File: config.mk
export PLATFORM = sky130hd
export DESIGN_NAME = mzbt_ctrl
export DESIGN_NICKNAME = d
export VERILOG_FILES = /design/src/sv/mzbt_pkg.sv /design/src/sv/mzbt_ctrl.sv
export SDC_FILE = /design/constraint.sdc
export NUM_CORES = 1
export LEC_CHECK = 0
export BUFFER_PORTS_ARGS = -buffer_cell sky130_fd_sc_hd__buf_2
export CORE_ASPECT_RATIO = 1.1
export CORE_MARGIN = 2
export CORE_UTILIZATION = 45
export CTS_BUF_LIST = sky130_fd_sc_hd__clkbuf_4
export CTS_CLUSTER_SIZE = 12
export DETAILED_ROUTE_END_ITERATION = 6
export PLACE_DENSITY = 0.76
export SYNTH_ARGS = -nofsm -noshare
export SYNTH_HDL_FRONTEND = slang
export SYNTH_SLANG_ARGS = --single-unit
File: constraint.sdc
create_clock -name i_clk -period 10.73 [get_ports i_clk]
set_input_delay 0 -clock i_clk [delete_from_list [all_inputs] [get_ports i_clk]]
set_output_delay 0 -clock i_clk [all_outputs]
set_load 0.1 [all_outputs]
File: src/sv/mzbt_pkg.sv
`default_nettype none
package mzbt_pkg;

    localparam int MAX_COLUMNS = 32;
    localparam int MAX_ROWS    = 32;
    localparam int CELL_COUNT  = MAX_COLUMNS * MAX_ROWS;

    localparam int COL_W      = $clog2(MAX_COLUMNS);
    localparam int ROW_W      = $clog2(MAX_ROWS);
    localparam int GRID_AW    = COL_W + ROW_W;
    localparam int GRID_DEPTH = 1 << GRID_AW;
    localparam int STK_AW     = $clog2(CELL_COUNT);
    localparam int DEPTH_W    = $clog2(CELL_COUNT + 1);
    localparam int EW         = $clog2(MAX_COLUMNS + 1);
    localparam int EH         = $clog2(MAX_ROWS + 1);
    localparam int AREA_W     = EW + EH;

    localparam int CMD_W     = 2;
    localparam int XY_W      = 5;
    localparam int PICK_W    = 8;
    localparam int CFG_W     = 6;
    localparam int CFG_IDX_W = 1;

    localparam logic [CMD_W-1:0] CMD_START = 2'd0;
    localparam logic [CMD_W-1:0] CMD_STEP  = 2'd1;
    localparam logic [CMD_W-1:0] CMD_READ  = 2'd2;
    localparam logic [CMD_W-1:0] CMD_NOP   = 2'd3;

    localparam logic [CFG_IDX_W-1:0] CFG_WIDTH  = 1'b0;
    localparam logic [CFG_IDX_W-1:0] CFG_HEIGHT = 1'b1;

    localparam logic [CFG_W-1:0] WIDTH_RESET  = 6'd10;
    localparam logic [CFG_W-1:0] HEIGHT_RESET = 6'd10;

    localparam logic [1:0] DIR_RIGHT  = 2'd0;
    localparam logic [1:0] DIR_LEFT   = 2'd1;
    localparam logic [1:0] DIR_BOTTOM = 2'd2;
    localparam logic [1:0] DIR_TOP    = 2'd3;

    localparam logic SIDE_RIGHT  = 1'b0;
    localparam logic SIDE_BOTTOM = 1'b1;

    typedef struct packed {
        logic [ROW_W-1:0] y;
        logic [COL_W-1:0] x;
    } t_cell;

    typedef struct packed {
        logic  vis_we;
        logic  vis_wd;
        t_cell vis_wa;
        logic  rgt_we;
        logic  bot_we;
        logic  wall_wd;
        t_cell wall_wa;
        t_cell ra;
    } t_grid_req;

    typedef struct packed {
        logic vis;
        logic rgt;
        logic bot;
    } t_grid_rsp;

    typedef struct packed {
        logic              we;
        logic [STK_AW-1:0] wa;
        t_cell             wd;
        logic [STK_AW-1:0] ra;
    } t_stk_req;

    typedef struct packed {
        logic               busy;
        logic [DEPTH_W-1:0] depth;
        logic [DEPTH_W-1:0] vcount;
    } t_ctrl_sts;

    typedef struct packed {
        logic            carved;
        logic            popped;
        logic            finished;
        logic [XY_W-1:0] wall_x;
        logic [XY_W-1:0] wall_y;
        logic            wall_side;
        logic            right_wall;
        logic            bottom_wall;
    } t_result;

endpackage
`default_nettype wire

File: src/sv/mzbt_ctrl.sv
`default_nettype none
module mzbt_ctrl (
    input  logic                             i_clk,
    input  logic                             i_rst_n,
    input  logic                             i_valid,
    input  logic [mzbt_pkg::CMD_W-1:0]       i_command,
    input  logic [mzbt_pkg::XY_W-1:0]        i_cell_x,
    input  logic [mzbt_pkg::XY_W-1:0]        i_cell_y,
    input  logic [mzbt_pkg::PICK_W-1:0]      i_random_pick,
    input  logic [mzbt_pkg::EW-1:0]          i_eff_w,
    input  logic [mzbt_pkg::EH-1:0]          i_eff_h,
    input  logic                             i_finished,
    input  logic                             i_out_stall,
    output mzbt_pkg::t_grid_req              o_grid_req,
    input  mzbt_pkg::t_grid_rsp              i_grid_rsp,
    output mzbt_pkg::t_stk_req               o_stk_req,
    input  mzbt_pkg::t_cell                  i_stk_rdata,
    output mzbt_pkg::t_ctrl_sts              o_sts,
    output logic                             o_out_valid,
    output mzbt_pkg::t_result                o_result
);
    import mzbt_pkg::*;

    localparam logic [2:0] S_CLR  = 3'd0;
    localparam logic [2:0] S_IDLE = 3'd1;
    localparam logic [2:0] S_TOP  = 3'd2;
    localparam logic [2:0] S_NB   = 3'd3;
    localparam logic [2:0] S_DEC  = 3'd4;
    localparam logic [2:0] S_RD   = 3'd5;
    localparam logic [2:0] S_RDQ  = 3'd6;
    localparam logic [2:0] S_FIN  = 3'd7;

    logic [2:0]         r_state,    n_state;
    logic [GRID_AW-1:0] r_clr_cnt,  n_clr_cnt;
    logic               r_clr_fin,  n_clr_fin;
    logic [DEPTH_W-1:0] r_depth,    n_depth;
    logic [DEPTH_W-1:0] r_vcount,   n_vcount;
    t_cell              r_top,      n_top;
    t_cell              r_rd_cell,  n_rd_cell;
    logic [PICK_W-1:0]  r_pick,     n_pick;
    logic [1:0]         r_dir,      n_dir;
    logic               r_pend_v,   n_pend_v;
    logic               r_pend_ok,  n_pend_ok;
    logic [1:0]         r_pend_dir, n_pend_dir;
    logic [3:0]         r_cand,     n_cand;
    t_result            r_res,      n_res;
    logic               r_out_valid, n_out_valid;
    t_result            r_out,      n_out;

    logic        w_accept;
    logic        w_hit;
    logic [3:0]  w_mask;
    logic [2:0]  w_cnt;
    logic [15:0] w_prod;
    logic [6:0]  w_quot;
    logic [7:0]  w_rem3;
    logic [1:0]  w_sel;
    logic [2:0]  w_idx;
    logic        w_found;
    logic [1:0]  w_dir;
    t_cell       w_next;
    t_cell       w_owner;
    logic        w_side;
    t_cell       w_start;
    t_cell       w_read;

    function automatic t_cell nb_cell(t_cell c, logic [1:0] d);
        t_cell r;
        r = c;
        case (d)
            DIR_RIGHT:  r.x = c.x + 1'b1;
            DIR_LEFT:   r.x = c.x - 1'b1;
            DIR_BOTTOM: r.y = c.y + 1'b1;
            default:    r.y = c.y - 1'b1;
        endcase
        return r;
    endfunction

    function automatic logic in_bounds(t_cell c, logic [1:0] d,
                                       logic [EW-1:0] w, logic [EH-1:0] h);
        logic ok;
        case (d)
            DIR_RIGHT:  ok = (int'(c.x) + 1) < int'(w);
            DIR_LEFT:   ok = c.x != '0;
            DIR_BOTTOM: ok = (int'(c.y) + 1) < int'(h);
            default:    ok = c.y != '0;
        endcase
        return ok;
    endfunction

    assign w_accept = i_valid && (r_state == S_IDLE);
    assign w_hit    = r_pend_v && r_pend_ok && !i_grid_rsp.vis;
    assign w_mask   = r_cand | (w_hit ? (4'b0001 << r_pend_dir) : 4'b0000);

    assign w_start.x = (int'(i_cell_x) >= int'(i_eff_w)) ? COL_W'(i_eff_w - 1'b1)
                                                         : COL_W'(i_cell_x);
    assign w_start.y = (int'(i_cell_y) >= int'(i_eff_h)) ? ROW_W'(i_eff_h - 1'b1)
                                                         : ROW_W'(i_cell_y);
    assign w_read.x  = (int'(i_cell_x) >= MAX_COLUMNS) ? COL_W'(MAX_COLUMNS - 1)
                                                       : COL_W'(i_cell_x);
    assign w_read.y  = (int'(i_cell_y) >= MAX_ROWS) ? ROW_W'(MAX_ROWS - 1)
                                                    : ROW_W'(i_cell_y);

    // Neighbor choice: count candidates, reduce the pick, take the selected set bit.
    assign w_prod = 16'(r_pick) * 16'd171;
    assign w_quot = w_prod[15:9];
    assign w_rem3 = r_pick - 8'(10'(w_quot) * 10'd3);

    always_comb begin
        w_cnt = '0;
        for (int k = 0; k < 4; k++) begin
            w_cnt = w_cnt + 3'(w_mask[k]);
        end
        case (w_cnt)
            3'd2:    w_sel = {1'b0, r_pick[0]};
            3'd3:    w_sel = w_rem3[1:0];
            3'd4:    w_sel = r_pick[1:0];
            default: w_sel = 2'd0;
        endcase
        w_dir   = DIR_RIGHT;
        w_found = 1'b0;
        w_idx   = '0;
        for (int k = 0; k < 4; k++) begin
            if (w_mask[k]) begin
                if (!w_found && (w_idx == {1'b0, w_sel})) begin
                    w_dir   = 2'(k);
                    w_found = 1'b1;
                end
                w_idx = w_idx + 1'b1;
            end
        end
        w_next  = nb_cell(r_top, w_dir);
        w_owner = ((w_dir == DIR_RIGHT) || (w_dir == DIR_BOTTOM)) ? r_top : w_next;
        w_side  = ((w_dir == DIR_BOTTOM) || (w_dir == DIR_TOP)) ? SIDE_BOTTOM : SIDE_RIGHT;
    end

    always_comb begin
        o_grid_req         = '0;
        o_grid_req.ra      = r_rd_cell;
        o_stk_req          = '0;
        o_stk_req.ra       = STK_AW'(r_depth - 1'b1);

        n_state     = r_state;
        n_clr_cnt   = r_clr_cnt;
        n_clr_fin   = r_clr_fin;
        n_depth     = r_depth;
        n_vcount    = r_vcount;
        n_top       = r_top;
        n_rd_cell   = r_rd_cell;
        n_pick      = r_pick;
        n_dir       = r_dir;
        n_pend_v    = r_pend_v;
        n_pend_ok   = r_pend_ok;
        n_pend_dir  = r_pend_dir;
        n_cand      = r_cand;
        n_res       = r_res;
        n_out       = r_out;
        n_out_valid = r_out_valid && i_out_stall;

        unique case (r_state)
            S_CLR: begin
                o_grid_req.vis_we  = 1'b1;
                o_grid_req.vis_wd  = 1'b0;
                o_grid_req.vis_wa  = t_cell'(r_clr_cnt);
                o_grid_req.rgt_we  = 1'b1;
                o_grid_req.bot_we  = 1'b1;
                o_grid_req.wall_wd = 1'b1;
                o_grid_req.wall_wa = t_cell'(r_clr_cnt);
                n_clr_cnt = r_clr_cnt + 1'b1;
                if (&r_clr_cnt) begin
                    n_state = r_clr_fin ? S_FIN : S_IDLE;
                end
            end
            S_IDLE: begin
                if (w_accept) begin
                    n_res = '0;
                    unique case (i_command)
                        CMD_START: begin
                            o_stk_req.we = 1'b1;
                            o_stk_req.wa = '0;
                            o_stk_req.wd = w_start;
                            n_depth   = DEPTH_W'(1);
                            n_vcount  = DEPTH_W'(1);
                            n_clr_cnt = '0;
                            n_clr_fin = 1'b1;
                            n_state   = S_CLR;
                        end
                        CMD_STEP: begin
                            n_pick = i_random_pick;
                            if (i_finished || (r_depth == '0)) begin
                                n_state = S_FIN;
                            end else begin
                                n_state = S_TOP;
                            end
                        end
                        CMD_READ: begin
                            n_rd_cell = w_read;
                            n_state   = S_RD;
                        end
                        CMD_NOP: begin
                            n_state = S_FIN;
                        end
                        default: begin
                            n_state = S_FIN;
                        end
                    endcase
                end
            end
            S_TOP: begin
                o_grid_req.vis_we = 1'b1;
                o_grid_req.vis_wd = 1'b1;
                o_grid_req.vis_wa = i_stk_rdata;
                n_top    = i_stk_rdata;
                n_dir    = DIR_RIGHT;
                n_pend_v = 1'b0;
                n_cand   = '0;
                n_state  = S_NB;
            end
            S_NB: begin
                o_grid_req.ra = nb_cell(r_top, r_dir);
                n_pend_ok  = in_bounds(r_top, r_dir, i_eff_w, i_eff_h);
                n_pend_dir = r_dir;
                n_pend_v   = 1'b1;
                n_cand     = w_mask;
                n_dir      = r_dir + 2'd1;
                if (r_dir == DIR_TOP) begin
                    n_state = S_DEC;
                end
            end
            S_DEC: begin
                if (w_cnt == '0) begin
                    n_depth      = r_depth - 1'b1;
                    n_res.popped = 1'b1;
                end else begin
                    o_grid_req.rgt_we  = (w_side == SIDE_RIGHT);
                    o_grid_req.bot_we  = (w_side == SIDE_BOTTOM);
                    o_grid_req.wall_wd = 1'b0;
                    o_grid_req.wall_wa = w_owner;
                    if (int'(r_depth) < CELL_COUNT) begin
                        o_stk_req.we = 1'b1;
                        o_stk_req.wa = STK_AW'(r_depth);
                        o_stk_req.wd = w_next;
                        n_depth      = r_depth + 1'b1;
                    end
                    n_vcount        = r_vcount + 1'b1;
                    n_res.carved    = 1'b1;
                    n_res.wall_x    = XY_W'(w_owner.x);
                    n_res.wall_y    = XY_W'(w_owner.y);
                    n_res.wall_side = w_side;
                end
                n_state = S_FIN;
            end
            S_RD: begin
                n_state = S_RDQ;
            end
            S_RDQ: begin
                n_res.wall_x      = XY_W'(r_rd_cell.x);
                n_res.wall_y      = XY_W'(r_rd_cell.y);
                n_res.right_wall  = i_grid_rsp.rgt;
                n_res.bottom_wall = i_grid_rsp.bot;
                n_state           = S_FIN;
            end
            S_FIN: begin
                if (!r_out_valid || !i_out_stall) begin
                    n_out          = r_res;
                    n_out.finished = i_finished;
                    n_out_valid    = 1'b1;
                    n_state        = S_IDLE;
                end
            end
            default: begin
                n_state = S_IDLE;
            end
        endcase
    end

    always_ff @(posedge i_clk) begin
        if (!i_rst_n) begin
            r_state     <= S_CLR;
            r_clr_cnt   <= '0;
            r_clr_fin   <= 1'b0;
            r_depth     <= '0;
            r_vcount    <= '0;
            r_out_valid <= 1'b0;
            r_pend_v    <= 1'b0;
        end else begin
            r_state     <= n_state;
            r_clr_cnt   <= n_clr_cnt;
            r_clr_fin   <= n_clr_fin;
            r_depth     <= n_depth;
            r_vcount    <= n_vcount;
            r_out_valid <= n_out_valid;
            r_pend_v    <= n_pend_v;
        end
        r_top      <= n_top;
        r_rd_cell  <= n_rd_cell;
        r_pick     <= n_pick;
        r_dir      <= n_dir;
        r_pend_ok  <= n_pend_ok;
        r_pend_dir <= n_pend_dir;
        r_cand     <= n_cand;
        r_res      <= n_res;
        r_out      <= n_out;
    end

    assign o_sts.busy   = (r_state != S_IDLE);
    assign o_sts.depth  = r_depth;
    assign o_sts.vcount = r_vcount;
    assign o_out_valid  = r_out_valid;
    assign o_result     = r_out;

endmodule
`default_nettype wire

# ---- After elaboration in Yosys (flattened, before gate mapping)
# Cells that the tools add are included.
dict set report word_totals {
  regBits 106
}
dict set report op_classes {
  addsub 19
  mul 2
  order_cmp 5
  n_eq_ne 31
  shift 1
  muxes 66
  n_bitwise 2
  reduce_logical 47
}
# cell n
set op_table {}
lappend op_table {{$mux 21} 4}
lappend op_table {{$mux 11} 6}
lappend op_table {{$pmux 11 s2} 2}
lappend op_table {{$pmux 21 s2} 1}
lappend op_table {{$mux 10} 4}
lappend op_table {{$pmux 5 s2} 4}
lappend op_table {{$pmux 10 s3} 1}
lappend op_table {{$pmux 13 s2} 1}
lappend op_table {{$mux 3} 8}
lappend op_table {{$pmux 12 s2} 1}
lappend op_table {{$add 11x1->11 const B} 2}
lappend op_table {{$pmux 3 s7} 1}
lappend op_table {{$reduce_and 3->1} 7}
lappend op_table {{$pmux 10 s2} 1}
lappend op_table {{$sub 5x1->5 const B} 4}
lappend op_table {{$mul 8x8->16 const B} 1}
lappend op_table {{$mux 16} 1}
lappend op_table {{$eq 3x3->1 const B} 5}
lappend op_table {{$mux 1} 14}
lappend op_table {{$mux 13} 1}
lappend op_table {{$add 5x1->6 const B} 2}
lappend op_table {{$eq 2x2->1 const B} 6}
lappend op_table {{$eq 3x2->1 const B} 4}
lappend op_table {{$ge 5x6->1} 2}
lappend op_table {{other kinds (44)} 90}

# ---- Longest topological paths before layout
# Gate-level depths: netlist of the first run.
dict set report depth {
  word_depth 30
  depth_mapped 24
}

# ---- Least setup slack after synthesis of the first run
# OpenSTA, ideal clock, no wires.
dict set report synth_timing {
  path_type {register to output}
  from {reg r_pick[1]}
  to {out o_stk_req[19] (netlist name)}
  arrival_ps 8009
  t_required_ps 10730
  slack_ps 2721
  stages_incl_launch_ff 24
  cell_sequence {edfxtp_1 > ha_1 > fa_1 > fa_1 > inv_1 > fa_1 > inv_1 > ha_1 > and3_1 > a221oi_2 > nand2_1 > xor2_1 > ha_1 > inv_1 > ha_1 > xnor2_1 > o32ai_4 > xor2_2 > or4_1 > a21boi_1 > and3_1 > o211ai_2 > and3b_1 > o31ai_1}
}
# item line_no
set synth_lines {}
lappend synth_lines {{from (decl)} mzbt_ctrl.sv:40} ;# logic [PICK_W-1:0] r_pick, n_pick;
lappend synth_lines {{from (signal assigned)} mzbt_ctrl.sv:297} ;# r_pick <= n_pick;
lappend synth_lines {{to (decl)} mzbt_ctrl.sv:16} ;# output mzbt_pkg::t_stk_req o_stk_req,

==> results of run 1 <==
[registers in the layout (all words and copies together) (netlist names), 4 cells and up]
| register | flops |
|---|---|
| r_cand | 4 |
| o_result | 16 |
| r_top | 10 |
| r_rd_cell | 10 |
| r_clr_cnt | 10 |
| r_vcount | 11 |
| r_pick | 8 |
| r_depth | 11 |
| r_res | 15 |
[per-layer routing]
layer	global-route usage, %	routed length [um]
met5	0	0
met4	12.1	1050
met3	3.63	1600
met2	39.3	10500
met1	31.8	9250
[critical path, delay by kind of cell (launching register included)]
family          cells  cell delay (ns)
simple gates        5             1.01
xor+xnor            3             0.59
fa+ha+maj           7             2.80
compound gates      5             1.36
flops               1             0.57
buf+inv             4             0.62
[cell usage after synthesis, drive strengths merged, types with 27 or more instances]
library cell / instances / share of area (%)
dfxtp: 38 / 9.7
clkbuf: 32 / 1.5
edfxtp: 68 / 26
o21ai: 65 / 4.3
ha: 66 / 11
xor2: 30 / 3.4
nor2: 75 / 3.6
inv: 73 / 3.5
xnor2: 27 / 3.1
nand2: 80 / 3.8
a21oi: 38 / 2.6
[metrics by stage]
stage | hold WS, ns | instance area [um^2] | util [%] | total power, mW | std cells
finish | 0.0543 | 9360 | 54.8 | 1.41 | 1280
global route | 0.0386 | 9360 | 54.8 | 1.47 | 1280
CTS | 0.00901 | 9350 | 54.8 | 1.41 | 1279
detailed placement | 0.179 | 8830 | 51.7 | 1.18 | 1225
global placement | 0.184 | 8830 | 51.7 | 1.17 | 1225
floorplan | 0.0989 | 7860 | - | 1.05 | 867
[power groups by stage]
stage / sequential (mW) / combinational (mW) / clock [mW]
2_1_floorplan: 0.509 / 0.539 / 0
3_3_place_gp: 0.494 / 0.676 / 0
3_5_place_dp: 0.495 / 0.682 / 0
4_1_cts: 0.486 / 0.697 / 0.230
5_1_grt: 0.490 / 0.742 / 0.243
6_report: 0.487 / 0.701 / 0.225
[worst paths after layout]
path | startpoint | endpoint | cells past startpoint
worst min register to register | r_res[9] | o_result[9] | 0
worst max-delay path | r_pick[1] | o_stk_req[18] | 24
worst min-delay path | i_command[0] | r_state[1] | 4
worst max register to register | r_pick[1] | r_res[4] | 23
[area by class of cell]
class,instances,area (um^2)
multi-input cells,651,4640
repair buffers,199,1200
diodes,1,2.50
well taps,234,293
fillers,1534,7720
clock inverters,6,71.3
inverters,73,274
flip-flops and latches,106,2800
clock buffers,10,75.1
[cells in the final DEF, fill, tap and decap left out, drive strengths merged, types with 9 or more instances in the layout]
cell type,n
fa,11
nor3,19
o21ai,65
dfxtp,38
a21o,15
mux2i,15
edfxtp,68
a21boi,18
nand2,80
and3,21
inv,77
and2,12
nand3,21
ha,66
xor2,30
a21oi,38
buf,161
dlygate4sd3,38
nand4,11
xnor2,27
nor3b,10
clkbuf,10
a31oi,9
nor2,75
[kinds of logic after synthesis]
group                      share of synthesized area [%]
and+or+nand+nor                                     19.0
buffers and inverters                               5.43
xor gates and xnor gates                            6.83
adders and majority gates                           13.3
DFF                                                 35.7
AOI/OAI and AO/OA                                   17.7
muxes                                               2.05
[timing repair]
item                                    CTS  global route
hold buffers                             38             0
endpoints found under the setup margin    0             0
hold endpoints to repair                 55             0
setup buffers                             0             0
==> metrics.txt, run 1 <==
Tightest Pin Transition=1.03 ns; Warnings, synthesis=0; total internal power=0.699 mW; die area=0.0185 mm^2; startpoint types=flip-flop; CTS Buf Count=9; Worst path max stage delay=0.57 ns; count of cell types in the netlist=85; clk root buf=clkbuf_4; top_reg_cell synth=edfxtp_1; synthesized area per cell=9.07 um^2; final WL=22400 um; Slowest-stage cell, CP=edfxtp_1; Post-synth EDFFs=68; CTS tree=done; Clk Latency, worst-skew pair=0.51 ns; IO buf count=155; largest net degree at the start of global routing=28; status=completed; CTS sink cnt=106; die height=143 um; final setup fails=0; Worst R2R Setup Slack=3.92 ns; Pwr Density=151 mW/mm^2; fin crit share=69.4%; pins over their slew limit=0; crit path DAT=7.45 ns; Post-Syn Instances=867; CTS max path bufs=2; Worst Setup Slack, final=3.28 ns; first-pass GRT wire length=35300 um; core area=0.0171 mm^2; sequential area share after synthesis=35.7%; DR DRC count=0; Sequential Power Share=34.4%; number of max-cap violations=0; vias per cell=5.64; DR WL/cell=17.5 um; I/O pins=156; fmax=134 MHz; std cell rows=50; worst-path cell chain=ha_1 -> fa_1 -> fa_1 -> inv_1 -> fa_1 -> inv_1 -> ha_1 -> and3_1 -> a221oi_2 -> nand2_1 -> xor2_1 -> ha_1 -> inv_1 -> ha_1 -> xnor2_1 -> o32ai_4 -> xor2_2 -> or4_1 -> a21boi_1 -> nand3_1 -> a21boi_1 -> nor3b_1 -> o31ai_1 -> buf_2; logic gate share of total power=49.6%; Antenna Nets Post-Route=0; critical-path maximum fanout=9; P_leak=4.15 nW; max-slew headroom at the worst pin=30.9%; cts repair resizes=0; Area Growth Syn to Fin=19.0%; Post-synth ARST share=0%; final hold viol count=0; setup TNS=0 ns; Setup CP Type=reg -> out; Peak VDD IR=0.176 mV; Post-Syn Nets=994; Worst-path clk slew=0.19 ns; dpl hpwl=16900 um; GPL Wtd Cong=0.920; first-pass detailed-route iteration total=5; sw frac=50.5%; CP most frequent cell=ha_1; gr usage total=24.4%; gr ovfl total=0; Worst Hold Class=in -> reg; share of cells above drive strength 1=19.5%; htree depth=3; 1st-iter DRT viols=588; pre-CTS WS=3.87 ns; switching pwr=0.714 mW; Clock power frac=15.9%; Die X-Extent=130 um; via count=7218; #FFs+latches synth=106; Setup Skew=0.0566 ns; area of the mapped netlist=0.00786 mm^2; initial antenna violation count=1; critical path required time=10.73 ns; RSZ-0062 raised after global routing=no; vias in the first global route=6923; Initial Util=46.0%; Final nets=1167; Crit. End Element=output port; final worst path period need=7.45 ns
Note: power is estimated with default switching activity, not from simulation.
==> inputs of run 2 (changes only) <==
--- a/config.mk
+++ b/config.mk
@@ -5,6 +5,7 @@
 export SDC_FILE = /design/constraint.sdc
 export NUM_CORES = 1
 export LEC_CHECK = 0
+export ABC_AREA = 1
 export BUFFER_PORTS_ARGS = -buffer_cell sky130_fd_sc_hd__buf_2
 export CORE_ASPECT_RATIO = 1.1
 export CORE_MARGIN = 2
@@ -12,7 +13,7 @@
 export CTS_BUF_LIST = sky130_fd_sc_hd__clkbuf_4
 export CTS_CLUSTER_SIZE = 12
 export DETAILED_ROUTE_END_ITERATION = 6
-export PLACE_DENSITY = 0.76
+export PLACE_DENSITY = 0.79
 export SYNTH_ARGS = -nofsm -noshare
 export SYNTH_HDL_FRONTEND = slang
 export SYNTH_SLANG_ARGS = --single-unit
==> constraint.sdc (replaced) <==
create_clock -name i_clk -period 6.4 [get_ports i_clk]
set_input_delay 0 -clock i_clk [delete_from_list [all_inputs] [get_ports i_clk]]
set_output_delay 0 -clock i_clk [all_outputs]
set_load 0.1 [all_outputs]
==> run 2 against run 1 <==
Compared with the run above: non-clock buffer count rose by 14; sequential share of layout area fell by 1.4 points; clock skew fell by 0.028 ns; cell area rose by 5.0%; critical path type unchanged.
==> metrics.txt, run 2 <==
Warnings, synthesis=0 (unchanged); CTS max path bufs=2 (unchanged); Worst Hold Class=in -> reg; #FFs+latches synth=106 (unchanged); critical-path maximum fanout=6 (-3); worst hold path depth=4 (unchanged); Adder-Cell Fraction of Synth Area=13.4% (+0.13 points); CP delay by family, top=adder cells; GPL Wtd Cong=0.965 (+4.9%); first-pass GRT wire length=36900 um (+4.8%); Crit. End Element=output port; commonest non-fill, non-tap cell in the layout=nand2_1; number of max-cap violations=0 (unchanged); fmax=160 MHz; final worst path period need=6.26 ns; 1st-iter DRT viols=601 (+2.2%); startpoint types=flip-flop; via count=7864 (+8.9%); mux contribution to synthesized area=0% (-2.1 points); CTS tree=done; fin crit share=97.8%; DR WL/cell=16.3 um (-6.8%); Worst Setup Slack, final=0.139 ns (-3.14 ns); Area Growth Syn to Fin=26.2%; Post-Synth XOR/XNOR Area=3.25% (-3.6 points); vias in the first global route=7507 (+8.4%); Pwr Density=507 mW/mm^2 (+240%); top_reg_cell synth=edfxtp_1; gr usage total=25.7% (+1.3 points); initial antenna violation count=1 (unchanged); htree depth=3 (unchanged); Setup Skew=0.0291 ns (-0.0275 ns); die area=0.0184 mm^2 (-0.93%); share of cells above drive strength 1=21.7% (+2.2 points); Hold EP=r_cand[2]; largest net degree at the start of global routing=22 (-21%); Hold Path Origin=i_grid_rsp[2]; gr ovfl total=0 (unchanged); Peak VDD IR=0.429 mV (+140%); final WL=23800 um (+6.1%); main combinational cell family by area after synthesis=simple AND/OR/NAND/NOR gates; max reg flops=16 (unchanged); final setup fails=0 (unchanged); Synth Area in Compound Gates=13.9% (-3.8 points); Post-Synth Simple-Gate Area=23.0% (+4.0 points); Antenna Nets Post-Route=0 (unchanged); IO buf count=155 (unchanged); pins over their slew limit=0 (unchanged); Die X-Extent=129 um (-0.46%); Clk Latency, worst-skew pair=0.52 ns (about the same); Core Util, Final=57.8% (+3.0 points); max-slew headroom at the worst pin=16.9% (-14 points); CTS Buf Count=9 (unchanged); core area=0.0170 mm^2 (-0.37%); std cell rows=50 (unchanged); area of the mapped netlist=0.00779 mm^2 (-0.95%); clk root buf=clkbuf_4; CTS sink cnt=106 (unchanged); Synth area leaders=edfxtp_1 (26%), nand2_1 (11%), ha_1 (11%); die height=142 um (-0.47%); most frequent cell after synthesis=nand2_1; crit path buf inv count=6 (+2); post-synth top area cell=edfxtp_1; I/O pins=156 (unchanged); Slowest-stage cell, CP=edfxtp_1; crit path DAT=6.26 ns (-1.19 ns); dpl hpwl=17700 um (+4.8%); commonest cells after routing, fill and taps aside=nand2_1 (207), inv_1 (174), buf_2 (136), nor2_1 (74), edfxtp_1 (68); Post-synth ARST share=0% (unchanged); reg-to-reg critical path endpoint=r_res[6]; Post-synth EDFFs=68 (unchanged); pre-CTS WS=0.299 ns (-3.57 ns); Worst-path clk slew=0.19 ns (about the same); Worst path max stage delay=0.49 ns (-0.08 ns); critical path required time=6.40 ns (-4.33 ns); Tightest Pin Transition=1.24 ns (+0.212 ns); Post-Syn Instances=1012 (+17%); worst reg2reg startpoint=r_pick[1]; first-pass detailed-route iteration total=5 (unchanged); Setup CP Type=reg -> out; synthesized area per cell=7.69 um^2 (-15%); Final nets=1344 (+15%); Initial Util=45.8% (-0.27 points); vias per cell=5.40 (-4.3%); sequential area share after synthesis=36.0% (+0.34 points); P_leak=4.67 nW (+13%); Worst R2R Setup Slack=0.62 ns (-3.30 ns); count of cell types in the netlist=53 (-38%); final hold viol count=0 (unchanged); Post-Syn Nets=1139 (+15%); status=completed; Register-to-Register Path Depth=30 (+30%); DR DRC count=0 (unchanged); top cells by count, synth=nand2_1 (222), inv_1 (175), nor2_1 (76); Yosys top cell area share=26.2% (+0.25 points)
run 2: cell count changes in the layout (fill, tap and decap cells not counted), moves of 19 or more:
cell and delta:
xnor2_1 -20, o21ai_1 +20, nand3_1 +22, nand2_1 +127
buf_4 +21, inv_1 +101, buf_2 -19, and3_1 -19
run 2: timing repair:
action	CTS	global route
pin swaps	6	19
hold buffers	36	0
resized for setup	23	28
setup buffers	6	8
endpoints found under the setup margin	20	22
cloned	1	1
endpoints found under the hold margin	52	0
run 2: final cells by class:
| type | count | area, um^2 |
|---|---|---|
| sequential | 106 | 2800 |
| fill | 1574 | 7190 |
| clock inverter | 7 | 78.8 |
| antenna | 1 | 2.50 |
| inverter | 188 | 708 |
| multi-input combinational | 699 | 4380 |
| clock buffer | 9 | 67.6 |
| timing repair buffer | 213 | 1490 |
| tap | 234 | 293 |
run 2: tightest hold or removal path, delay by kind of cell:
kind                   cells  cell delay, ns
and+or+nand+nor            2            0.13
buffers and inverters      1            0.09
AOI/OAI and AO/OA          1            0.27
run 2: worst max-delay path by stage:
stage                     startpoint              to  slack (ns)  depth (start not counted)
after CTS                  r_pick[1]  o_grid_req[17]       -0.01                         30
final                      r_pick[1]  o_grid_req[17]        0.14                         30
after global routing       r_pick[1]  o_grid_req[17]       -0.11                         32
after detailed placement   r_pick[3]  o_grid_req[17]        0.30                         30
after global placement     r_pick[3]  o_grid_req[17]        0.46                         30
after floorplan            r_pick[1]   o_stk_req[14]        0.03                         27
run 2: per-layer routing:
layer | global-route usage, % | share of wire [%] | vias to the layer above | routed length, um
met2 | 44.1 | 50 | 395 | 11900
li1 | - | - | 3757 | -
met5 | 0 | 0 | - | 0
met4 | 13.5 | 5.1 | 0 | 1220
met1 | 31.5 | 38 | 3624 | 9050
met3 | 3.08 | 6.9 | 88 | 1640
run 2: power breakdown:
group / total (mW) / switching (mW) / internal (mW)
clock network: 0.374 / 0.278 / 0.0961
registers: 0.995 / 0.110 / 0.885
logic: 3.61 / 2.75 / 0.854
run 2: cell families (layout without fill, tap and decap cells):
family / count (synthesis) / in the layout
AO/OA/AOI/OAI: 188 / 188
XOR/XNOR: 28 / 28
adder cells (fa/ha/maj): 77 / 77
buffers and inverters: 208 / 417
flip-flops: 106 / 106
other: 0 / 1
AND/OR/NAND/NOR: 405 / 406
run 2: metrics by stage:
stage	instance area [um^2]	setup TNS (ns)	hold WS, ns	total power [mW]	instances
after floorplan	7790	0	0.0989	3.57	1012
after global placement	8950	0	0.183	4.19	1388
after global routing	9830	-0.929	0.146	5.24	1457
final	9830	0	0.129	4.98	1457
after CTS	9590	-0.0250	0.0573	4.72	1447
after detailed placement	8950	0	0.179	4.24	1388
==> inputs of run 3 (changes only) <==
--- a/config.mk
+++ b/config.mk
@@ -6,14 +6,15 @@
 export NUM_CORES = 1
 export LEC_CHECK = 0
 export ABC_AREA = 1
-export BUFFER_PORTS_ARGS = -buffer_cell sky130_fd_sc_hd__buf_2
+export BUFFER_PORTS_ARGS = -buffer_cell sky130_fd_sc_hd__buf_4
 export CORE_ASPECT_RATIO = 1.1
 export CORE_MARGIN = 2
-export CORE_UTILIZATION = 45
+export CORE_UTILIZATION = 47
 export CTS_BUF_LIST = sky130_fd_sc_hd__clkbuf_4
 export CTS_CLUSTER_SIZE = 12
 export DETAILED_ROUTE_END_ITERATION = 6
-export PLACE_DENSITY = 0.79
+export PLACE_DENSITY = 0.82
+export RECOVER_POWER = 100
 export SYNTH_ARGS = -nofsm -noshare
 export SYNTH_HDL_FRONTEND = slang
 export SYNTH_SLANG_ARGS = --single-unit
==> run 3 against run 2 <==
Compared with the run above: global-route usage fell by 0.67 points; worst hold slack got worse by 0.035 ns; wire length shrank 4.2%; final cell count is 2.0% lower; via count shrank 1.9%; critical path depth increased by 1; worst setup slack better by 0.011 ns; core utilization is 1.6 points higher; register-to-register slack gained 0.04 ns; largest cell class unchanged; largest power group unchanged; highest routed layer unchanged.
==> metrics.txt, run 3 (same netlist as run 2, synthesis figures left out) <==
CTS Buf Count=9 (unchanged); Slowest-stage cell, CP=fa_1; worst reg2reg startpoint=r_pick[3]; Clock power frac=7.9% (+0.4 points); GPL Wtd Cong=0.942 (-2.4%); FILL cells=1506 (-4.3%); post-route cell area=0.00968 mm^2 (-1.5%); Worst Hold Class=in -> reg; CTS max path bufs=2 (unchanged); crit path to=o_grid_req[11]; non-filler instance count after layout=1428 (-2.0%); clk root buf=clkbuf_4; startpoint types=flip-flop; die area=0.0176 mm^2 (-4.1%); Worst path max stage delay=0.51 ns (+0.02 ns); IO buf count=155 (unchanged); core area=0.0163 mm^2 (-4.2%); CTS tree=done; crit path DAT=6.25 ns (about the same); commonest non-fill, non-tap cell in the layout=nand2_1; dpl hpwl=17000 um (-4.0%); share of cells above drive strength 1=12.5% (-9.2 points); gr usage total=25.0% (-0.67 points); P_leak=4.35 nW (-7.0%); pins over their slew limit=0 (unchanged); final hold viol count=0 (unchanged); Register-to-Register Path Depth=30 (unchanged); Worst-path clk slew=0.18 ns (about the same); worst hold path depth=4 (unchanged); switching pwr=3.09 mW (-1.8%); Area Growth Syn to Fin=24.3%; Setup CP Type=reg -> out; fin crit share=97.7% (-0.17 points); sw frac=63.5% (+0.33 points); CP startpoint=r_pick[3]; vias in the first global route=7216 (-3.9%); final worst path period need=6.25 ns (-0.0111 ns); Core Util, Final=59.4% (+1.6 points); final WL=22800 um (-4.2%); Multi-input gate area=0.00436 mm^2 (-0.54%); DR WL/cell=16.0 um (-2.3%); Worst R2R Setup Slack=0.66 ns (+0.04 ns); std cell rows=49 (-2.0%); status=completed; 1st-iter DRT viols=740 (+23%); die height=139 um (-2.1%); reg-to-reg critical path endpoint=r_res[12]; first-pass detailed-route iteration total=6 (+1); Post-DP Area=0.00915 mm^2 (+2.2%); Total Power=4.86 mW (-2.3%); Sequential Power Share=20.4% (+0.4 points); DP Cell Count=1356 (-2.3%); via count=7711 (-1.9%); largest net degree at the start of global routing=23 (+4.5%); I/O pins=156 (unchanged); critical path required time=6.40 ns (about the same); Tightest Pin Transition=1.27 ns (+0.0257 ns); Final nets=1344 (unchanged); critical-path maximum fanout=6 (unchanged); gr ovfl total=0 (unchanged); CTS sink cnt=106 (unchanged); Peak VDD IR=0.427 mV (-0.35%); total internal power=1.78 mW (-3.2%); sequential cell area=0.00280 mm^2 (unchanged); max reg flops=16 (unchanged); max-slew headroom at the worst pin=15.8% (-1.0 points); vias per cell=5.40 (about the same); Initial Util=47.7% (+2.0 points); commonest cells after routing, fill and taps aside=nand2_1 (213), inv_1 (175), clkbuf_1 (103), nor2_1 (79), edfxtp_1 (68); Pwr Density=502 mW/mm^2 (-0.82%); fmax=160 MHz (+0.18%); setup TNS=0 ns (unchanged); Clk Latency, worst-skew pair=0.54 ns (+0.02 ns); final setup fails=0 (unchanged); number of max-cap violations=0 (unchanged); Antenna Nets Post-Route=0 (unchanged); Crit. End Element=output port; Setup Skew=0.0336 ns (+0.00450 ns); initial antenna violation count=1 (unchanged); logic gate share of total power=71.7% (-0.8 points); htree depth=3 (unchanged); DR DRC count=0 (unchanged); Die X-Extent=127 um (-2.1%); first-pass GRT wire length=35300 um (-4.5%)
==> run 3: power by group through the flow <==
stage                     Sequential, mW  Combinational, mW  Clock (mW)
final                              0.993               3.49       0.382
after floorplan                     1.09               2.47           0
after global routing                1.01               3.70       0.407
after global placement              1.00               3.24           0
after detailed placement            1.00               3.27           0
after CTS                          0.988               3.40       0.383
==> run 3: metrics by stage <==
step                setup slack, ns  hold WS [ns]
floorplan                    0.0302        0.0989
global placement              0.411         0.181
detailed placement            0.210         0.180
CTS                         -0.0175        0.0354
global route                -0.0846         0.137
finish                        0.150        0.0937
==> run 3: area by class of cell <==
| cell class | instances | area share (%) |
|---|---|---|
| diodes | 2 | 0.0517 |
| clock buffers | 9 | 0.698 |
| clock inverters | 7 | 0.866 |
| inverters | 188 | 7.30 |
| multi-input cells | 699 | 45.0 |
| flip-flops and latches | 106 | 28.9 |
| well taps | 204 | 2.64 |
| repair buffers | 213 | 14.5 |
==> run 3: critical path, delay by kind of cell, from the launching register on <==
kind | cells | cell delay (ns)
adders and majority gates | 7 | 2.52
and+or+nand+nor | 12 | 1.33
buffers and inverters | 7 | 0.76
DFF | 1 | 0.48
xor gates and xnor gates | 2 | 0.32
AOI/OAI and AO/OA | 3 | 0.30
==> run 3: layer usage <==
metal	track usage (%)	up-vias	wire length [um]
met4	8.50	0	762
met1	30.9	3569	9020
met3	4.21	57	1650
met2	44.1	331	11400
met5	0	-	0
li1	-	3754	-
==> run 3: what timing repair did <==
item                       CTS  global route
setup endpoints to repair   20            24
setup buffers                7             9
hold endpoints to repair    63             0
gates cloned                 1             0
hold buffers                37             0
gates resized for setup     27            41
pin swaps                    4            25
==> run 3: how the worst min path moves through the flow <==
stage                          start            to
CTS                    i_grid_rsp[2]     r_cand[2]
detailed placement  i_random_pick[4]     r_pick[4]
finish                 i_grid_rsp[2]     r_cand[2]
global route           i_grid_rsp[2]     r_cand[2]
global placement    i_random_pick[7]     r_pick[7]
floorplan                 i_finished  o_result[13]
